File: config.mk
export PLATFORM = sky130hd
export DESIGN_NAME = fan_mode_controller
export DESIGN_NICKNAME = d
export VERILOG_FILES = /design/src/hdl/fmc_pkg.sv /design/src/hdl/fmc_in_reg.sv /design/src/hdl/fmc_core.sv /design/src/hdl/fmc_out_reg.sv /design/src/hdl/fan_mode_controller.sv
export SDC_FILE = /design/constraint.sdc
export NUM_CORES = 1
export LEC_CHECK = 0
export ABC_AREA = 1
export BUFFER_PORTS_ARGS = -buffer_cell sky130_fd_sc_hd__buf_2
export CORE_UTILIZATION = 60
export CTS_CLUSTER_DIAMETER = 30
export DETAILED_ROUTE_END_ITERATION = 7
export GPL_ROUTABILITY_DRIVEN = 0
export HOLD_SLACK_MARGIN = 0.1
export PLACE_DENSITY = 0.78
export SYNTH_ARGS = -nofsm -noshare
export SYNTH_HDL_FRONTEND = slang
export SYNTH_SLANG_ARGS = --single-unit
File: constraint.sdc
create_clock -name i_clk -period 7.1 [get_ports i_clk]
set_input_delay 0.71 -clock i_clk [delete_from_list [all_inputs] [get_ports i_clk]]
set_output_delay 0.71 -clock i_clk [all_outputs]
set_load 0.02 [all_outputs]
File: src/hdl/fmc_pkg.sv
// Shared types, constants and helpers of the fan mode controller.
package fmc_pkg;

    // Default parameter values
    localparam int SENSOR_WIDTH_DEF   = 16;
    localparam int PWM_FULL_SCALE_DEF = 1024;

    // Field widths that do not follow from parameters
    localparam int CMD_W    = 3;
    localparam int CHAR_W   = 8;
    localparam int POWER_W  = 3;
    localparam int ROTATE_W = 2;
    localparam int COIL_W   = 4;
    localparam int UNITS_W  = 5;
    localparam int SPU_W    = 10;
    localparam int STEPS_W  = 12;
    localparam int DUTY_W   = 10;
    localparam int ELAPSED_W = SPU_W + UNITS_W;
    localparam int STEP_W   = 4;
    localparam int CFG_IDX_W = 1;
    localparam int CFG_DATA_W = STEPS_W;

    // Command codes carried on tuser
    typedef enum logic [CMD_W-1:0] {
        CMD_CONTROL  = 3'd0,
        CMD_DISTANCE = 3'd1,
        CMD_CLIMATE  = 3'd2,
        CMD_SECOND   = 3'd3,
        CMD_STEPPER  = 3'd4
    } t_cmd;

    // Configuration register indexes
    localparam logic [CFG_IDX_W-1:0] REG_SECONDS_PER_UNIT = 1'b0;
    localparam logic [CFG_IDX_W-1:0] REG_SWEEP_STEPS      = 1'b1;

    localparam logic [SPU_W-1:0]   SPU_RESET   = 10'd10;
    localparam logic [STEPS_W-1:0] STEPS_RESET = 12'd1430;

    // Message characters
    localparam logic [CHAR_W-1:0] CHAR_P    = 8'h50;
    localparam logic [CHAR_W-1:0] CHAR_R    = 8'h52;
    localparam logic [CHAR_W-1:0] CHAR_T    = 8'h54;
    localparam logic [CHAR_W-1:0] CHAR_0    = 8'h30;
    localparam logic [CHAR_W-1:0] CHAR_1    = 8'h31;
    localparam logic [CHAR_W-1:0] CHAR_3    = 8'h33;
    localparam logic [CHAR_W-1:0] CHAR_9    = 8'h39;
    localparam logic [CHAR_W-1:0] CHAR_AUTO = 8'h41;

    localparam logic [UNITS_W-1:0] AUTO_UNITS = 5'd17;

    // Power and rotation codes
    localparam logic [POWER_W-1:0]  POWER_OFF  = 3'd0;
    localparam logic [POWER_W-1:0]  POWER_AUTO = 3'd4;
    localparam logic [ROTATE_W-1:0] ROT_OFF    = 2'd0;
    localparam logic [ROTATE_W-1:0] ROT_SWEEP  = 2'd1;
    localparam logic [ROTATE_W-1:0] ROT_EXT    = 2'd2;

    // Duty values
    localparam logic [DUTY_W-1:0] DUTY_OFF = 10'd0;
    localparam logic [DUTY_W-1:0] DUTY_L1  = 10'd200;
    localparam logic [DUTY_W-1:0] DUTY_L2  = 10'd300;
    localparam logic [DUTY_W-1:0] DUTY_L3  = 10'd400;
    localparam logic [5:0]        DUTY_PER_STEP = 6'd50;

    // Sensor thresholds, Q12.4
    localparam int SENSOR_FLOOR = -16;
    localparam int TEMP_LOW = 240;
    localparam int TEMP_BIN = 80;
    localparam int HUM_LOW  = 320;
    localparam int HUM_BIN  = 160;
    localparam int DIST_LOW = 160;
    localparam int DIST_BIN = 320;
    localparam logic [STEP_W-1:0] STEP_MAX = 4'd12;

    // Result flags and states
    typedef struct packed {
        logic                accepted;
        logic [POWER_W-1:0]  power;
        logic [ROTATE_W-1:0] rotate;
        logic [COIL_W-1:0]   coil;
        logic                running;
        logic [UNITS_W-1:0]  units;
    } t_status;

    function automatic logic [STEP_W-1:0] bin4(input int v, input int t0, input int w);
        logic [STEP_W-1:0] b;
        if (v < t0)              b = 4'd0;
        else if (v < t0 + w)     b = 4'd1;
        else if (v < t0 + 2 * w) b = 4'd2;
        else if (v < t0 + 3 * w) b = 4'd3;
        else if (v < t0 + 4 * w) b = 4'd4;
        else                     b = STEP_MAX;
        return b;
    endfunction

    // Half-step coil patterns
    function automatic logic [COIL_W-1:0] coil_fwd(input logic [2:0] idx);
        logic [COIL_W-1:0] c;
        unique case (idx)
            3'd0: c = 4'h1;
            3'd1: c = 4'h3;
            3'd2: c = 4'h2;
            3'd3: c = 4'h6;
            3'd4: c = 4'h4;
            3'd5: c = 4'hC;
            3'd6: c = 4'h8;
            3'd7: c = 4'h9;
        endcase
        return c;
    endfunction

    function automatic logic [COIL_W-1:0] coil_rev(input logic [2:0] idx);
        logic [COIL_W-1:0] c;
        unique case (idx)
            3'd0: c = 4'h8;
            3'd1: c = 4'hC;
            3'd2: c = 4'h4;
            3'd3: c = 4'h6;
            3'd4: c = 4'h2;
            3'd5: c = 4'h3;
            3'd6: c = 4'h1;
            3'd7: c = 4'h9;
        endcase
        return c;
    endfunction

endpackage

File: src/hdl/fmc_in_reg.sv
// Input word register with stream handshake.
module fmc_in_reg #(
    parameter int W = 8
) (
    input  logic         i_clk,
    input  logic         i_rst_n,
    input  logic         i_valid,
    output logic         o_ready,
    input  logic [W-1:0] i_data,
    output logic         o_valid,
    output logic [W-1:0] o_data,
    input  logic         i_take
);

    logic         r_valid;
    logic [W-1:0] r_data;

    // Refill in the same cycle the held word moves on
    assign o_ready = !r_valid || i_take;
    assign o_valid = r_valid;
    assign o_data  = r_data;

    always_ff @(posedge i_clk) begin
        if (!i_rst_n) begin
            r_valid <= 1'b0;
        end else if (i_valid && o_ready) begin
            r_valid <= 1'b1;
        end else if (i_take) begin
            r_valid <= 1'b0;
        end
    end

    always_ff @(posedge i_clk) begin
        if (i_valid && o_ready) begin
            r_data <= i_data;
        end
    end

endmodule

File: src/hdl/fmc_core.sv
// Fan state, configuration registers and next-state logic for one word.
module fmc_core #(
    parameter int SENSOR_WIDTH   = fmc_pkg::SENSOR_WIDTH_DEF,
    parameter int PWM_FULL_SCALE = fmc_pkg::PWM_FULL_SCALE_DEF,
    parameter int PWM_W          = $clog2(PWM_FULL_SCALE + 1),
    parameter int ITEM_W         = fmc_pkg::CMD_W + 2 * fmc_pkg::CHAR_W + 3 * SENSOR_WIDTH
) (
    input  logic                               i_clk,
    input  logic                               i_rst_n,
    input  logic                               i_en,
    input  logic [ITEM_W-1:0]                  i_item,
    input  logic                               i_cfg_we,
    input  logic [fmc_pkg::CFG_IDX_W-1:0]      i_cfg_index,
    input  logic [fmc_pkg::CFG_DATA_W-1:0]     i_cfg_data,
    output fmc_pkg::t_status                   o_status,
    output logic [PWM_W-1:0]                   o_pwm
);

    localparam int C8 = fmc_pkg::CHAR_W;
    localparam int SW = SENSOR_WIDTH;

    // Item fields
    logic [fmc_pkg::CMD_W-1:0] cmd;
    logic [C8-1:0]             mode_c;
    logic [C8-1:0]             amount_c;
    logic signed [SW-1:0]      dist_in;
    logic signed [SW-1:0]      hum_in;
    logic signed [SW-1:0]      temp_in;

    assign mode_c   = i_item[C8-1:0];
    assign amount_c = i_item[2*C8-1:C8];
    assign dist_in  = i_item[2*C8 +: SW];
    assign hum_in   = i_item[2*C8 + SW +: SW];
    assign temp_in  = i_item[2*C8 + 2*SW +: SW];
    assign cmd      = i_item[ITEM_W-1 -: fmc_pkg::CMD_W];

    // Configuration
    logic [fmc_pkg::SPU_W-1:0]   r_spu;
    logic [fmc_pkg::STEPS_W-1:0] r_steps;

    // State
    logic [fmc_pkg::POWER_W-1:0]   r_power, n_power;
    logic [fmc_pkg::ROTATE_W-1:0]  r_rotate, n_rotate;
    logic                          r_active, n_active;
    logic [fmc_pkg::UNITS_W-1:0]   r_setting, n_setting;
    logic [fmc_pkg::ELAPSED_W-1:0] r_elapsed, n_elapsed;
    logic [fmc_pkg::STEPS_W-1:0]   r_index, n_index;
    logic                          r_backward, n_backward;
    logic signed [SW-1:0]          r_dist, n_dist;
    logic signed [SW-1:0]          r_hum, n_hum;
    logic signed [SW-1:0]          r_temp, n_temp;
    logic [fmc_pkg::COIL_W-1:0]    r_coil, n_coil;
    logic [fmc_pkg::DUTY_W-1:0]    r_duty, n_duty;
    logic [fmc_pkg::DUTY_W-1:0]    base_duty;

    logic                          accepted;
    logic                          is_auto;
    logic                          msg_ok;
    logic [3:0]                    digit;
    logic [fmc_pkg::ELAPSED_W-1:0] limit;
    logic [fmc_pkg::ELAPSED_W-1:0] elapsed_inc;
    logic [fmc_pkg::STEPS_W-1:0]   index_inc;
    logic [fmc_pkg::STEP_W-1:0]    st, sh, sd, step_sum, step;
    logic                          sensors_ok;

    assign is_auto = (amount_c == fmc_pkg::CHAR_AUTO);
    assign digit   = amount_c[3:0];
    assign limit   = r_setting * r_spu;
    assign elapsed_inc = r_elapsed + 1'b1;
    assign index_inc   = r_index + 1'b1;

    always_comb begin
        msg_ok = 1'b0;
        priority if (mode_c == fmc_pkg::CHAR_P) begin
            msg_ok = is_auto || (amount_c >= fmc_pkg::CHAR_0 && amount_c <= fmc_pkg::CHAR_3);
        end else if (mode_c == fmc_pkg::CHAR_R) begin
            msg_ok = is_auto || (amount_c >= fmc_pkg::CHAR_0 && amount_c <= fmc_pkg::CHAR_1);
        end else if (mode_c == fmc_pkg::CHAR_T) begin
            msg_ok = is_auto || (amount_c >= fmc_pkg::CHAR_1 && amount_c <= fmc_pkg::CHAR_9);
        end else begin
            msg_ok = 1'b0;
        end
    end

    always_comb begin
        n_power    = r_power;
        n_rotate   = r_rotate;
        n_active   = r_active;
        n_setting  = r_setting;
        n_elapsed  = r_elapsed;
        n_index    = r_index;
        n_backward = r_backward;
        n_dist     = r_dist;
        n_hum      = r_hum;
        n_temp     = r_temp;
        n_coil     = r_coil;
        base_duty  = r_duty;
        accepted   = 1'b0;

        unique case (cmd)
            fmc_pkg::CMD_CONTROL: begin
                if (msg_ok) begin
                    accepted = 1'b1;
                    priority if (mode_c == fmc_pkg::CHAR_P) begin
                        if (is_auto) begin
                            n_power = fmc_pkg::POWER_AUTO;
                        end else begin
                            n_power = fmc_pkg::POWER_W'(digit);
                            unique case (digit[1:0])
                                2'd1:    base_duty = fmc_pkg::DUTY_L1;
                                2'd2:    base_duty = fmc_pkg::DUTY_L2;
                                2'd3:    base_duty = fmc_pkg::DUTY_L3;
                                default: base_duty = fmc_pkg::DUTY_OFF;
                            endcase
                            // Power off also ends a local sweep
                            if (digit == 4'd0 && r_rotate == fmc_pkg::ROT_SWEEP) begin
                                n_rotate = fmc_pkg::ROT_OFF;
                            end
                        end
                    end else if (mode_c == fmc_pkg::CHAR_R) begin
                        if (!is_auto && digit == 4'd1) begin
                            if (r_rotate != fmc_pkg::ROT_SWEEP) begin
                                n_rotate   = fmc_pkg::ROT_SWEEP;
                                n_index    = '0;
                                n_backward = 1'b0;
                            end
                        end else begin
                            n_rotate = is_auto ? fmc_pkg::ROT_EXT : fmc_pkg::ROT_OFF;
                        end
                    end else begin
                        n_setting = is_auto ? fmc_pkg::AUTO_UNITS
                                            : fmc_pkg::UNITS_W'(digit);
                        n_active  = 1'b1;
                        n_elapsed = '0;
                    end
                end
            end
            fmc_pkg::CMD_DISTANCE: begin
                n_dist = dist_in;
            end
            fmc_pkg::CMD_CLIMATE: begin
                n_hum  = hum_in;
                n_temp = temp_in;
            end
            fmc_pkg::CMD_SECOND: begin
                if (r_active) begin
                    if (elapsed_inc >= limit) begin
                        // Expire: everything off
                        n_power   = fmc_pkg::POWER_OFF;
                        n_rotate  = fmc_pkg::ROT_OFF;
                        base_duty = fmc_pkg::DUTY_OFF;
                        n_active  = 1'b0;
                        n_setting = '0;
                        n_elapsed = '0;
                    end else begin
                        n_elapsed = elapsed_inc;
                    end
                end
            end
            fmc_pkg::CMD_STEPPER: begin
                if (r_rotate == fmc_pkg::ROT_SWEEP) begin
                    n_coil = r_backward ? fmc_pkg::coil_rev(r_index[2:0])
                                        : fmc_pkg::coil_fwd(r_index[2:0]);
                    if (index_inc >= r_steps) begin
                        n_index    = '0;
                        n_backward = !r_backward;
                    end else begin
                        n_index = index_inc;
                    end
                end
            end
            default: begin
            end
        endcase
    end

    // Auto step from the sensor values after this word
    always_comb begin
        sensors_ok = !(int'(n_dist) < fmc_pkg::SENSOR_FLOOR
                    || int'(n_hum) < fmc_pkg::SENSOR_FLOOR
                    || int'(n_temp) < fmc_pkg::SENSOR_FLOOR);
        st = fmc_pkg::bin4(int'(n_temp), fmc_pkg::TEMP_LOW, fmc_pkg::TEMP_BIN);
        sh = fmc_pkg::bin4(int'(n_hum),  fmc_pkg::HUM_LOW,  fmc_pkg::HUM_BIN);
        sd = fmc_pkg::bin4(int'(n_dist), fmc_pkg::DIST_LOW, fmc_pkg::DIST_BIN);
        step_sum = st + sh + sd;
        if (st == fmc_pkg::STEP_MAX || sh == fmc_pkg::STEP_MAX || sd == fmc_pkg::STEP_MAX) begin
            step = fmc_pkg::STEP_MAX;
        end else begin
            step = step_sum;
        end
        if (int'(n_dist) < fmc_pkg::DIST_LOW || int'(n_temp) < fmc_pkg::TEMP_LOW
            || int'(n_hum) < fmc_pkg::HUM_LOW) begin
            step = '0;
        end
        // Auto duty follows the latest sensor values
        if (n_power == fmc_pkg::POWER_AUTO && sensors_ok) begin
            n_duty = fmc_pkg::DUTY_W'(step) * fmc_pkg::DUTY_PER_STEP;
        end else begin
            n_duty = base_duty;
        end
    end

    always_ff @(posedge i_clk) begin
        if (!i_rst_n) begin
            r_spu   <= fmc_pkg::SPU_RESET;
            r_steps <= fmc_pkg::STEPS_RESET;
        end else if (i_cfg_we) begin
            unique case (i_cfg_index)
                fmc_pkg::REG_SECONDS_PER_UNIT: r_spu   <= i_cfg_data[fmc_pkg::SPU_W-1:0];
                fmc_pkg::REG_SWEEP_STEPS:      r_steps <= i_cfg_data;
            endcase
        end
    end

    always_ff @(posedge i_clk) begin
        if (!i_rst_n) begin
            r_power    <= fmc_pkg::POWER_OFF;
            r_rotate   <= fmc_pkg::ROT_OFF;
            r_active   <= 1'b0;
            r_setting  <= '0;
            r_elapsed  <= '0;
            r_index    <= '0;
            r_backward <= 1'b0;
            r_dist     <= SW'(fmc_pkg::SENSOR_FLOOR);
            r_hum      <= SW'(fmc_pkg::SENSOR_FLOOR);
            r_temp     <= SW'(fmc_pkg::SENSOR_FLOOR);
            r_coil     <= '0;
            r_duty     <= fmc_pkg::DUTY_OFF;
        end else if (i_en) begin
            r_power    <= n_power;
            r_rotate   <= n_rotate;
            r_active   <= n_active;
            r_setting  <= n_setting;
            r_elapsed  <= n_elapsed;
            r_index    <= n_index;
            r_backward <= n_backward;
            r_dist     <= n_dist;
            r_hum      <= n_hum;
            r_temp     <= n_temp;
            r_coil     <= n_coil;
            r_duty     <= n_duty;
        end
    end

    always_comb begin
        o_status.accepted = accepted;
        o_status.power    = n_power;
        o_status.rotate   = n_rotate;
        o_status.coil     = n_coil;
        o_status.running  = n_active;
        o_status.units    = n_active ? n_setting : '0;
        o_pwm             = PWM_W'(PWM_FULL_SCALE - int'(n_duty));
    end

endmodule

File: src/hdl/fmc_out_reg.sv
// Result word register with stream handshake.
module fmc_out_reg #(
    parameter int W = 8
) (
    input  logic         i_clk,
    input  logic         i_rst_n,
    input  logic         i_load,
    output logic         o_can_load,
    input  logic [W-1:0] i_data,
    output logic         o_valid,
    input  logic         i_ready,
    output logic [W-1:0] o_data
);

    logic         r_valid;
    logic [W-1:0] r_data;

    assign o_can_load = !r_valid || i_ready;
    assign o_valid    = r_valid;
    assign o_data     = r_data;

    always_ff @(posedge i_clk) begin
        if (!i_rst_n) begin
            r_valid <= 1'b0;
        end else if (i_load) begin
            r_valid <= 1'b1;
        end else if (i_ready) begin
            r_valid <= 1'b0;
        end
    end

    always_ff @(posedge i_clk) begin
        if (i_load) begin
            r_data <= i_data;
        end
    end

endmodule

File: src/hdl/fan_mode_controller.sv
// Fan mode controller top level: input register, state update, result register.
// Path: an accepted word waits in the input register; when the result register can
//   load, the state update runs and its result is loaded there for taking.
// Throughput: one word per cycle unless a stalled result register holds the input.
// Reset (synchronous, active low): state to off, sensors to -1.0, config to
//   10 seconds per unit and 1430 sweep steps, both registers emptied.
module fan_mode_controller #(
    parameter int SENSOR_WIDTH   = fmc_pkg::SENSOR_WIDTH_DEF,
    parameter int PWM_FULL_SCALE = fmc_pkg::PWM_FULL_SCALE_DEF,
    localparam int PWM_W    = $clog2(PWM_FULL_SCALE + 1),
    localparam int IN_USED  = 2 * fmc_pkg::CHAR_W + 3 * SENSOR_WIDTH,
    localparam int IN_W     = ((IN_USED + 7) / 8) * 8,
    localparam int OUT_USED = $bits(fmc_pkg::t_status) + PWM_W,
    localparam int OUT_W    = ((OUT_USED + 7) / 8) * 8
) (
    input  logic                           i_clk,
    input  logic                           i_rst_n,
    input  logic                           i_s_tvalid,
    output logic                           o_s_tready,
    // mode_char, amount_char, distance_in, humidity_in, temperature_in
    input  logic [IN_W-1:0]                i_s_tdata,
    // command
    input  logic [fmc_pkg::CMD_W-1:0]      i_s_tuser,
    output logic                           o_m_tvalid,
    input  logic                           i_m_tready,
    // accepted, pwm_level, power_state, rotate_state, coil_pattern,
    // timer_running, timer_units
    output logic [OUT_W-1:0]               o_m_tdata,
    input  logic                           i_cfg_we,
    input  logic [fmc_pkg::CFG_IDX_W-1:0]  i_cfg_index,
    input  logic [fmc_pkg::CFG_DATA_W-1:0] i_cfg_data
);

    localparam int ITEM_W = fmc_pkg::CMD_W + IN_USED;

    logic              item_valid;
    logic [ITEM_W-1:0] item;
    logic              out_can_load;
    logic              advance;
    fmc_pkg::t_status  status;
    logic [PWM_W-1:0]  pwm;
    logic [OUT_W-1:0]  result;

    assign advance = item_valid && out_can_load;

    fmc_in_reg #(.W(ITEM_W)) u_in (
        .i_clk   (i_clk),
        .i_rst_n (i_rst_n),
        .i_valid (i_s_tvalid),
        .o_ready (o_s_tready),
        .i_data  ({i_s_tuser, i_s_tdata[IN_USED-1:0]}),
        .o_valid (item_valid),
        .o_data  (item),
        .i_take  (advance)
    );

    fmc_core #(
        .SENSOR_WIDTH   (SENSOR_WIDTH),
        .PWM_FULL_SCALE (PWM_FULL_SCALE),
        .PWM_W          (PWM_W),
        .ITEM_W         (ITEM_W)
    ) u_core (
        .i_clk       (i_clk),
        .i_rst_n     (i_rst_n),
        .i_en        (advance),
        .i_item      (item),
        .i_cfg_we    (i_cfg_we),
        .i_cfg_index (i_cfg_index),
        .i_cfg_data  (i_cfg_data),
        .o_status    (status),
        .o_pwm       (pwm)
    );

    assign result = OUT_W'({status.units, status.running, status.coil, status.rotate,
                            status.power, pwm, status.accepted});

    fmc_out_reg #(.W(OUT_W)) u_out (
        .i_clk      (i_clk),
        .i_rst_n    (i_rst_n),
        .i_load     (advance),
        .o_can_load (out_can_load),
        .i_data     (result),
        .o_valid    (o_m_tvalid),
        .i_ready    (i_m_tready),
        .o_data     (o_m_tdata)
    );

endmodule

After elaboration in Yosys (flattened, before gate mapping)
Memory sizes are Yosys's and may differ from the RTL's. A register that Yosys moved wholly into a read port is not among the register bits.
Cells that the tools add are included.
{"block": "totals", "rom_bits": 64, "word_cells": 212, "out_inout_bits": 34, "register_bits": 219, "input_bits": 85, "memories": 2}
{"block": "classes", "add_sub_neg": 5, "order_cmp": 25, "muxes": 95, "multipliers": 2, "reduce_logical": 35, "bitwise": 1, "n_eq_ne": 27}
{"memory": "(name not given)", "depth": 8, "width": 4, "read_ports": 1, "rd_ports_with_merged_regs": 1, "wr": 0, "line": "fmc_pkg.sv:114", "source": "unique case (idx)"}
{"memory": "(name not given)", "depth": 8, "width": 4, "read_ports": 1, "rd_ports_with_merged_regs": 1, "wr": 0, "line": "fmc_pkg.sv:99", "source": "unique case (idx)"}
{"operator": "< comparator 16 x 10 -> 1 bit, second input constant", "n": 6}
{"operator": "2-to-1 mux 12 bit", "n": 7}
{"operator": "< comparator 16 x 11 -> 1 bit, second input constant", "n": 5}
{"operator": "2-to-1 mux 4 bit", "n": 20}
{"operator": "2-to-1 mux 15 bit", "n": 5}
{"operator": "2-to-1 mux 10 bit", "n": 6}
{"operator": "< comparator 16 x 5 -> 1 bit, second input constant", "n": 3}
{"operator": "2-to-1 mux 16 bit", "n": 3}
{"operator": "equality test 8 x 7 -> 1 bit, second input constant", "n": 4}
{"operator": "< comparator 16 x 12 -> 1 bit, second input constant", "n": 2}
{"operator": "< comparator 16 x 9 -> 1 bit, second input constant", "n": 2}
{"operator": "2-to-1 mux 5 bit", "n": 6}
{"operator": "one-hot mux 15 bit (2 select lines)", "n": 1}
{"operator": "2-to-1 mux 3 bit", "n": 9}
{"operator": "one-hot mux 9 bit (3 select lines)", "n": 1}
{"operator": "<= comparator 8 x 6 -> 1 bit, second input constant", "n": 3}
{"operator": "one-hot mux 12 bit (2 select lines)", "n": 1}
{"operator": "2-to-1 mux 1 bit", "n": 20}
{"operator": "2-to-1 mux 2 bit", "n": 10}
{"operator": "one-hot mux 10 bit (2 select lines)", "n": 1}
{"operator": ">= comparator 8 x 6 -> 1 bit, second input constant", "n": 2}
{"operator": "!= test 2 x 1 -> 1 bit, second input constant", "n": 8}
{"operator": "adder 15 x 1 -> 15 bit, second input constant", "n": 1}
{"operator": ">= comparator 15 bit", "n": 1}
{"operator": "29 further kinds", "n": 63}

Depth between registers and ports, before layout
{"block": "logic_depth", "word_depth": 16, "mapped_depth": 42, "mapped_depth_nobuf": 40}

Cells and area by module
A second synthesis with hierarchy kept.
{"block": "unflattened", "cells_unflattened": 1676, "area_unflattened_um2": 12977.4}
{"mod": "fmc_core", "area_per_inst_um2": 9895.7, "cells_each": 1561, "seq_area_each_um2": 2302.2, "instances": 1}
{"mod": "fmc_in_reg", "area_per_inst_um2": 2063.2, "cells_each": 74, "seq_area_each_um2": 2031.9, "instances": 1}
{"mod": "fmc_out_reg", "area_per_inst_um2": 1007.2, "cells_each": 38, "seq_area_each_um2": 980.9, "instances": 1}
{"mod": "fan_mode_controller", "area_per_inst_um2": 11.3, "cells_each": 3, "seq_area_each_um2": 0.0, "instances": 1}

Worst setup path after synthesis
OpenSTA, ideal clock, no wires.
{"block": "synth_path", "path_type": "register to register", "startpoint": "reg u_core.r_setting[4] in the netlist's numbering", "endpoint": "reg u_out.r_data[9], in the netlist u_out.o_data[9] (data pin)", "n_path_buf": 1, "path_stages_with_launch": 39, "period_less_slack_ps": 6231, "setup_ps": 253, "slack_ps": 869, "required_time_ps": 6847, "t_arrival_ps": 5978, "cell_sequence": "dfxtp_1 -> clkbuf_1 -> nand2_1 -> fa_1 -> fa_1 -> fa_1 -> inv_1 -> ha_1 -> a21oi_1 -> nand2_1 -> a21oi_1 -> o21bai_1 -> nand2_1 -> nand2_1 -> a21oi_1 -> o21ai_0 -> nand2_1 -> nand2_1 -> [3 not listed] -> nand2_1 -> nor2_1 -> nand3_1 -> nor2_1 -> nand2_1 -> nand3_1 -> nand3_2 -> nand2_1 -> nand2_1 -> nor2_1 -> nand3_1 -> nand2_1 -> ha_1 -> nand2_1 -> nor2_4 -> nand3_1 -> nand2_1 -> nand2_1"}
{"item": "start, declared", "line": "fmc_core.sv:45", "source": "logic [fmc_pkg::UNITS_W-1:0] r_setting, n_setting;"}
{"item": "start signal, assigned", "line": "fmc_core.sv:233", "source": "r_setting <= n_setting;"}
{"item": "end signal, assigned", "line": "fmc_out_reg.sv:34", "source": "r_data <= i_data;"}
{"item": "end, declared", "line": "fmc_out_reg.sv:16", "source": "logic [W-1:0] r_data;"}

Worst setup path in the final report
{"block": "layout_path", "startpoint": "reg u_core.r_spu[0] in the netlist's numbering", "endpoint": "reg u_out.r_data[9], in the netlist u_out.o_data[9] (data pin)"}
{"block": "layout_via", "elab_chain_len": 9, "word_cells_on_any_way": 12, "cone_classes": "add/sub (1); mul (1); order compare (1); eq/ne (1); mux (7); reduce/logical (1)"}
{"item": "start, declared", "line": "fmc_core.sv:38", "source": "logic [fmc_pkg::SPU_W-1:0] r_spu;"}
{"item": "start signal, assigned", "line": "fmc_core.sv:205", "source": "r_spu <= fmc_pkg::SPU_RESET;"}
{"item": "start signal, assigned", "line": "fmc_core.sv:209", "source": "fmc_pkg::REG_SECONDS_PER_UNIT: r_spu <= i_cfg_data[fmc_pkg::SPU_W-1:0];"}
{"item": "multiplier 5 x 10 -> 15 bit (*)", "line": "fmc_core.sv:68", "source": "assign limit = r_setting * r_spu;"}
{"item": ">= comparator 15 bit (*)", "line": "fmc_core.sv:147", "source": "if (elapsed_inc >= limit) begin"}
{"item": "2-to-1 mux 3 bit", "line": "fmc_core.sv:147"}
{"item": "2-to-1 mux 3 bit", "line": "fmc_core.sv:146", "source": "if (r_active) begin"}
{"item": "one-hot mux 3 bit (2 select lines)", "line": "fmc_core.sv:100", "source": "unique case (cmd)"}
{"item": "equality test 3 bit", "line": "fmc_core.sv:196", "source": "if (n_power == fmc_pkg::POWER_AUTO && sensors_ok) begin"}
{"item": "logical AND 1 bit", "line": "fmc_core.sv:196"}
{"item": "2-to-1 mux 10 bit (*)", "line": "fmc_core.sv:196"}
{"item": "subtractor 11 x 10 -> 11 bit (*)", "line": "fmc_core.sv:252", "source": "o_pwm = PWM_W'(PWM_FULL_SCALE - int'(n_duty));"}
{"item": "named net pwm[8]", "line": "fan_mode_controller.sv:41", "source": "logic [PWM_W-1:0] pwm;"}
Mark *: on every way through the listed nets, which the timed path passes. The rest lies on a longest branch.
A chain may end at the register's enable or synchronous reset.

==> impl_results.rst <==
.. list-table::
   :header-rows: 1

   * - Metric
     - Value
   * - Length of the first detailed-routing pass in iterations
     - 6
   * - Hold/Removal Path Class
     - in2reg
   * - Final worst path period need
     - 6.55 ns
   * - Number of buffers inserted during clock tree synthesis
     - 17
   * - Initial Util
     - 0.621
   * - Horizontal die dimension
     - 145 microns
   * - Drt total wl
     - 25600 microns
   * - Number of antenna repair diodes
     - 0
   * - Filler cells
     - 1660
   * - Sequential element share of the synthesized area
     - 0.392
   * - Post-CTS Hold Fix Bufs
     - 0
   * - Critical path endpoint category
     - register
   * - Most common cell type on the critical path
     - sky130_fd_sc_hd__nand2_1
   * - Sequential share of power
     - 0.488
   * - Clock sinks
     - 199
   * - Number of synthesized flops with an enable pin
     - 82
   * - Post-CTS setup buffers
     - 0
   * - Maximum operating frequency
     - 153 MHz
   * - H-tree lvl count
     - 4
   * - Post-route worst setup slack
     - 0.554 ns
   * - Summed negative setup slack over all endpoints
     - 0 ns
   * - Die outline area
     - 21000 sq um
   * - Synth Warn #
     - 0
   * - Post-detailed-route wirelength per cell
     - 13.0 microns
   * - Ys async rst share
     - 0
   * - Clock Root Buffer
     - sky130_fd_sc_hd__clkbuf_16
   * - Number of register bits inferred by synthesis
     - 199
   * - Number of top-level pins
     - 119
   * - Maximum count of clock buffers along a single path
     - 2
   * - Logic depth of the worst register-to-register path
     - 36
   * - Switching power of the nets
     - 766 uW
   * - Arrival time worst endpoint
     - 6.74 ns
   * - Final HPWL DP
     - 18700 microns
   * - Largest clock skew in the final design
     - 0.0149 ns
   * - Part of the total power dissipated in the clock network
     - 0.358
   * - Biggest cell delay along the critical path
     - 0.54 ns
   * - Number of port buffers
     - 101
   * - Detailed router's first-iteration violation count
     - 617
   * - Cell-internal power
     - 1880 uW
   * - Final period util
     - 0.922
   * - Remaining Overflow, GRT
     - 0
   * - Leakage
     - 0.00698 uW
   * - Remaining DRCs
     - 0
   * - Status
     - finished, final reports clean
   * - Via density per instance
     - 5.22
   * - Highest fanout seen on the critical path
     - 6
   * - Clock transition time at the flip-flop clock pins of the worst setup and hold paths
     - 0.08 ns
   * - Initial antenna violation count
     - 0
   * - Final-report hold violation count
     - 0
   * - Slew @ Worst Pin
     - 1.11 ns
   * - Syn_area_per_cell
     - 7.59 sq um
   * - Headroom to the max-slew limit
     - 0.259
   * - Net Sw Frac
     - 0.289
   * - Count of mapped cells out of synthesis
     - 1615
   * - Final-report max-slew violation count
     - 0
   * - Placement Rows
     - 51
   * - RSZ-0062 raised after global routing
     - no
   * - Power density relative to cell area
     - 196 nW/um^2
   * - Worst endpoint required time
     - 7.30 ns
   * - Combinational share of power
     - 0.155
   * - Area growth syn-to-layout
     - 10.3%
   * - Floorplan die height
     - 145 microns
   * - Total via count in the routed design
     - 10300
   * - Standard cell with the maximum stage delay on the critical path
     - sky130_fd_sc_hd__fa_1
   * - CTS tree
     - yes
   * - Maximum number of pins on one net before global-route repair
     - 92
   * - Share of cells above drive strength 1
     - 0.117
   * - Wire length of the first global-routing pass
     - 42700 microns
   * - Netlist Area Pre-Place
     - 12300 sq um
   * - Global router's overall resource usage
     - 0.259
   * - Min-Delay Path Depth
     - 1
   * - Setup Viol. Count Final
     - 0
   * - Floorplan Core Area
     - 19700 sq um
   * - Crit path launch type
     - register
   * - Number of antenna-violating nets in the routed design
     - 0
   * - Clock latency on the worst-skew pair
     - 0.44 ns
   * - Distinct cell type count after synthesis
     - 51
   * - Critical path type
     - reg2reg
   * - Via count of the first global-routing pass
     - 9675
   * - Number of nets in the finished design
     - 1880
   * - Max Cap Violations
     - 0
   * - Flip-flop cell with the highest count after synthesis
     - sky130_fd_sc_hd__dfxtp_1
   * - Max rail drop VDD
     - 156 uV
   * - Post-place setup slack
     - 0.273 ns
per-layer routing:
layer	GRT usage	part of all wire	vias to the layer above
li1	-	-	5302
met1	0.333	0.45	4667
met2	0.436	0.47	292
met3	0.0474	0.059	37
met4	0.0958	0.022	0
met5	0	0	-
registers in the layout (all words and copies together), names as in the netlist, 2 cells and up, named ones only:
name              flops
u_core.r_coil         4
u_core.r_dist        12
u_core.r_duty        10
u_core.r_elapsed     15
u_core.r_hum         12
u_core.r_index       12
u_core.r_power        3
u_core.r_rotate       2
u_core.r_setting      5
u_core.r_spu         10
u_core.r_steps       12
u_core.r_temp        12
u_in.o_data          55
u_out.o_data         27
cells by family after synthesis:
kind of cell | Yosys count | synth area share
AND/OR/NAND/NOR | 666 | 0.231
adder cells (fa/ha/maj) | 100 | 0.120
flip-flops | 199 | 0.392
other | 1 | 0.000306
XOR/XNOR | 38 | 0.0272
AO/OA/AOI/OAI | 262 | 0.117
buffers and inverters | 349 | 0.112
cell usage after synthesis, types with 20 or more instances:
master | n | area [sq um]
sky130_fd_sc_hd__nand2_1 | 402 | 1510
sky130_fd_sc_hd__ha_1 | 71 | 888
sky130_fd_sc_hd__clkbuf_1 | 37 | 139
sky130_fd_sc_hd__inv_1 | 283 | 1060
sky130_fd_sc_hd__o211ai_1 | 20 | 150
sky130_fd_sc_hd__nand3_1 | 76 | 380
sky130_fd_sc_hd__dfxtp_1 | 117 | 2340
sky130_fd_sc_hd__a21oi_1 | 127 | 636
sky130_fd_sc_hd__nor2_1 | 118 | 443
sky130_fd_sc_hd__fa_1 | 29 | 581
sky130_fd_sc_hd__o21ai_0 | 84 | 420
sky130_fd_sc_hd__xor2_1 | 23 | 201
sky130_fd_sc_hd__edfxtp_1 | 82 | 2460
power groups by stage:
stage          Sequential (uW)  Combinational, uW  Clock (uW)
2_1_floorplan             1320                297           0
3_3_place_gp              1320                393           0
3_5_place_dp              1320                406           0
4_1_cts                   1290                410         962
5_1_grt                   1300                471        1000
6_report                  1290                410         948
repair_timing:
action / CTS / global route
endpoints found under the hold margin: 0 / 0
resized for setup: 0 / 6
endpoints found under the setup margin: 0 / 9
critical path: cells and delay by family (launching register included):
| kind | cells | cell delay (ns) |
|---|---|---|
| and+or+nand+nor | 22 | 2.35 |
| DFF | 1 | 0.43 |
| xor gates and xnor gates | 1 | 0.19 |
| adders and majority gates | 6 | 2.41 |
| buffers and inverters | 1 | 0.04 |
| AOI/OAI and AO/OA | 6 | 0.89 |
worst paths after layout:
kind | slack, ns | start | end
setup / recovery | 0.55 | u_core.r_spu[0] | u_out.o_data[9]
hold / removal | 0.43 | i_s_tdata[20] | u_in.o_data[20]
setup reg to reg | 0.55 | u_core.r_spu[0] | u_out.o_data[9]
hold reg to reg | 0.47 | u_core.r_hum[4] | u_core.r_hum[4]
layout make-up:
| type | instances | area, sq um | area share |
|---|---|---|---|
| Inverter | 295 | 1110 | 0.0819 |
| Timing Repair Buffer | 111 | 581 | 0.0430 |
| Clock inverter | 13 | 126 | 0.00935 |
| Clock buffer | 19 | 453 | 0.0335 |
| Multi-Input combinational cell | 1071 | 6110 | 0.452 |
| Tap cell | 265 | 332 | 0.0245 |
| Sequential cell | 199 | 4810 | 0.356 |
stage by stage:
stage / instance area [sq um] / utilization / power (uW) / std cells / hold slack, ns
finish: 13500 / 0.685 / 2650 / 1973 / 0.435
global route: 13500 / 0.685 / 2770 / 1973 / 0.412
CTS: 13500 / 0.684 / 2660 / 1973 / 0.423
detailed placement: 12900 / 0.655 / 1730 / 1941 / 0.455
global placement: 12900 / 0.655 / 1710 / 1941 / 0.449
floorplan: 12300 / - / 1620 / 1619 / 0.435
cell usage in the layout, fill, tap and decap left out, types with 3 or more instances in the layout:
cell type                   synthesis  routed
sky130_fd_sc_hd__dfxtp_1          117     115
sky130_fd_sc_hd__nand3b_1           9       9
sky130_fd_sc_hd__nor2_4             4       4
sky130_fd_sc_hd__fa_1              29      29
sky130_fd_sc_hd__o31ai_1            3       3
sky130_fd_sc_hd__or2_2              3       3
sky130_fd_sc_hd__nor2_2             6       6
sky130_fd_sc_hd__a31oi_1            4       4
sky130_fd_sc_hd__nand2_1          402     401
sky130_fd_sc_hd__nor3_2             3       3
sky130_fd_sc_hd__inv_1            283     280
sky130_fd_sc_hd__edfxtp_1          82      82
sky130_fd_sc_hd__nor2_1           118     118
sky130_fd_sc_hd__inv_8              0       3
sky130_fd_sc_hd__clkbuf_16          0      17
sky130_fd_sc_hd__a22oi_1            3       3
sky130_fd_sc_hd__buf_4              7      10
sky130_fd_sc_hd__o22ai_1            3       3
sky130_fd_sc_hd__nand4_1           10      10
sky130_fd_sc_hd__inv_2             10      13
sky130_fd_sc_hd__nor3_1             8       8
sky130_fd_sc_hd__conb_1             1       5
sky130_fd_sc_hd__o21ai_0           84      84
sky130_fd_sc_hd__ha_1              71      71
sky130_fd_sc_hd__nand2_2           17      17
sky130_fd_sc_hd__nand3_1           76      74
sky130_fd_sc_hd__inv_6              0       3
sky130_fd_sc_hd__a21oi_1          127     127
sky130_fd_sc_hd__buf_2              3     101
sky130_fd_sc_hd__xnor2_1           15      15
sky130_fd_sc_hd__nand3_2            3       4
sky130_fd_sc_hd__o211ai_1          20      20
sky130_fd_sc_hd__xor2_1            23      23
(Power assumes the default switching activity.)
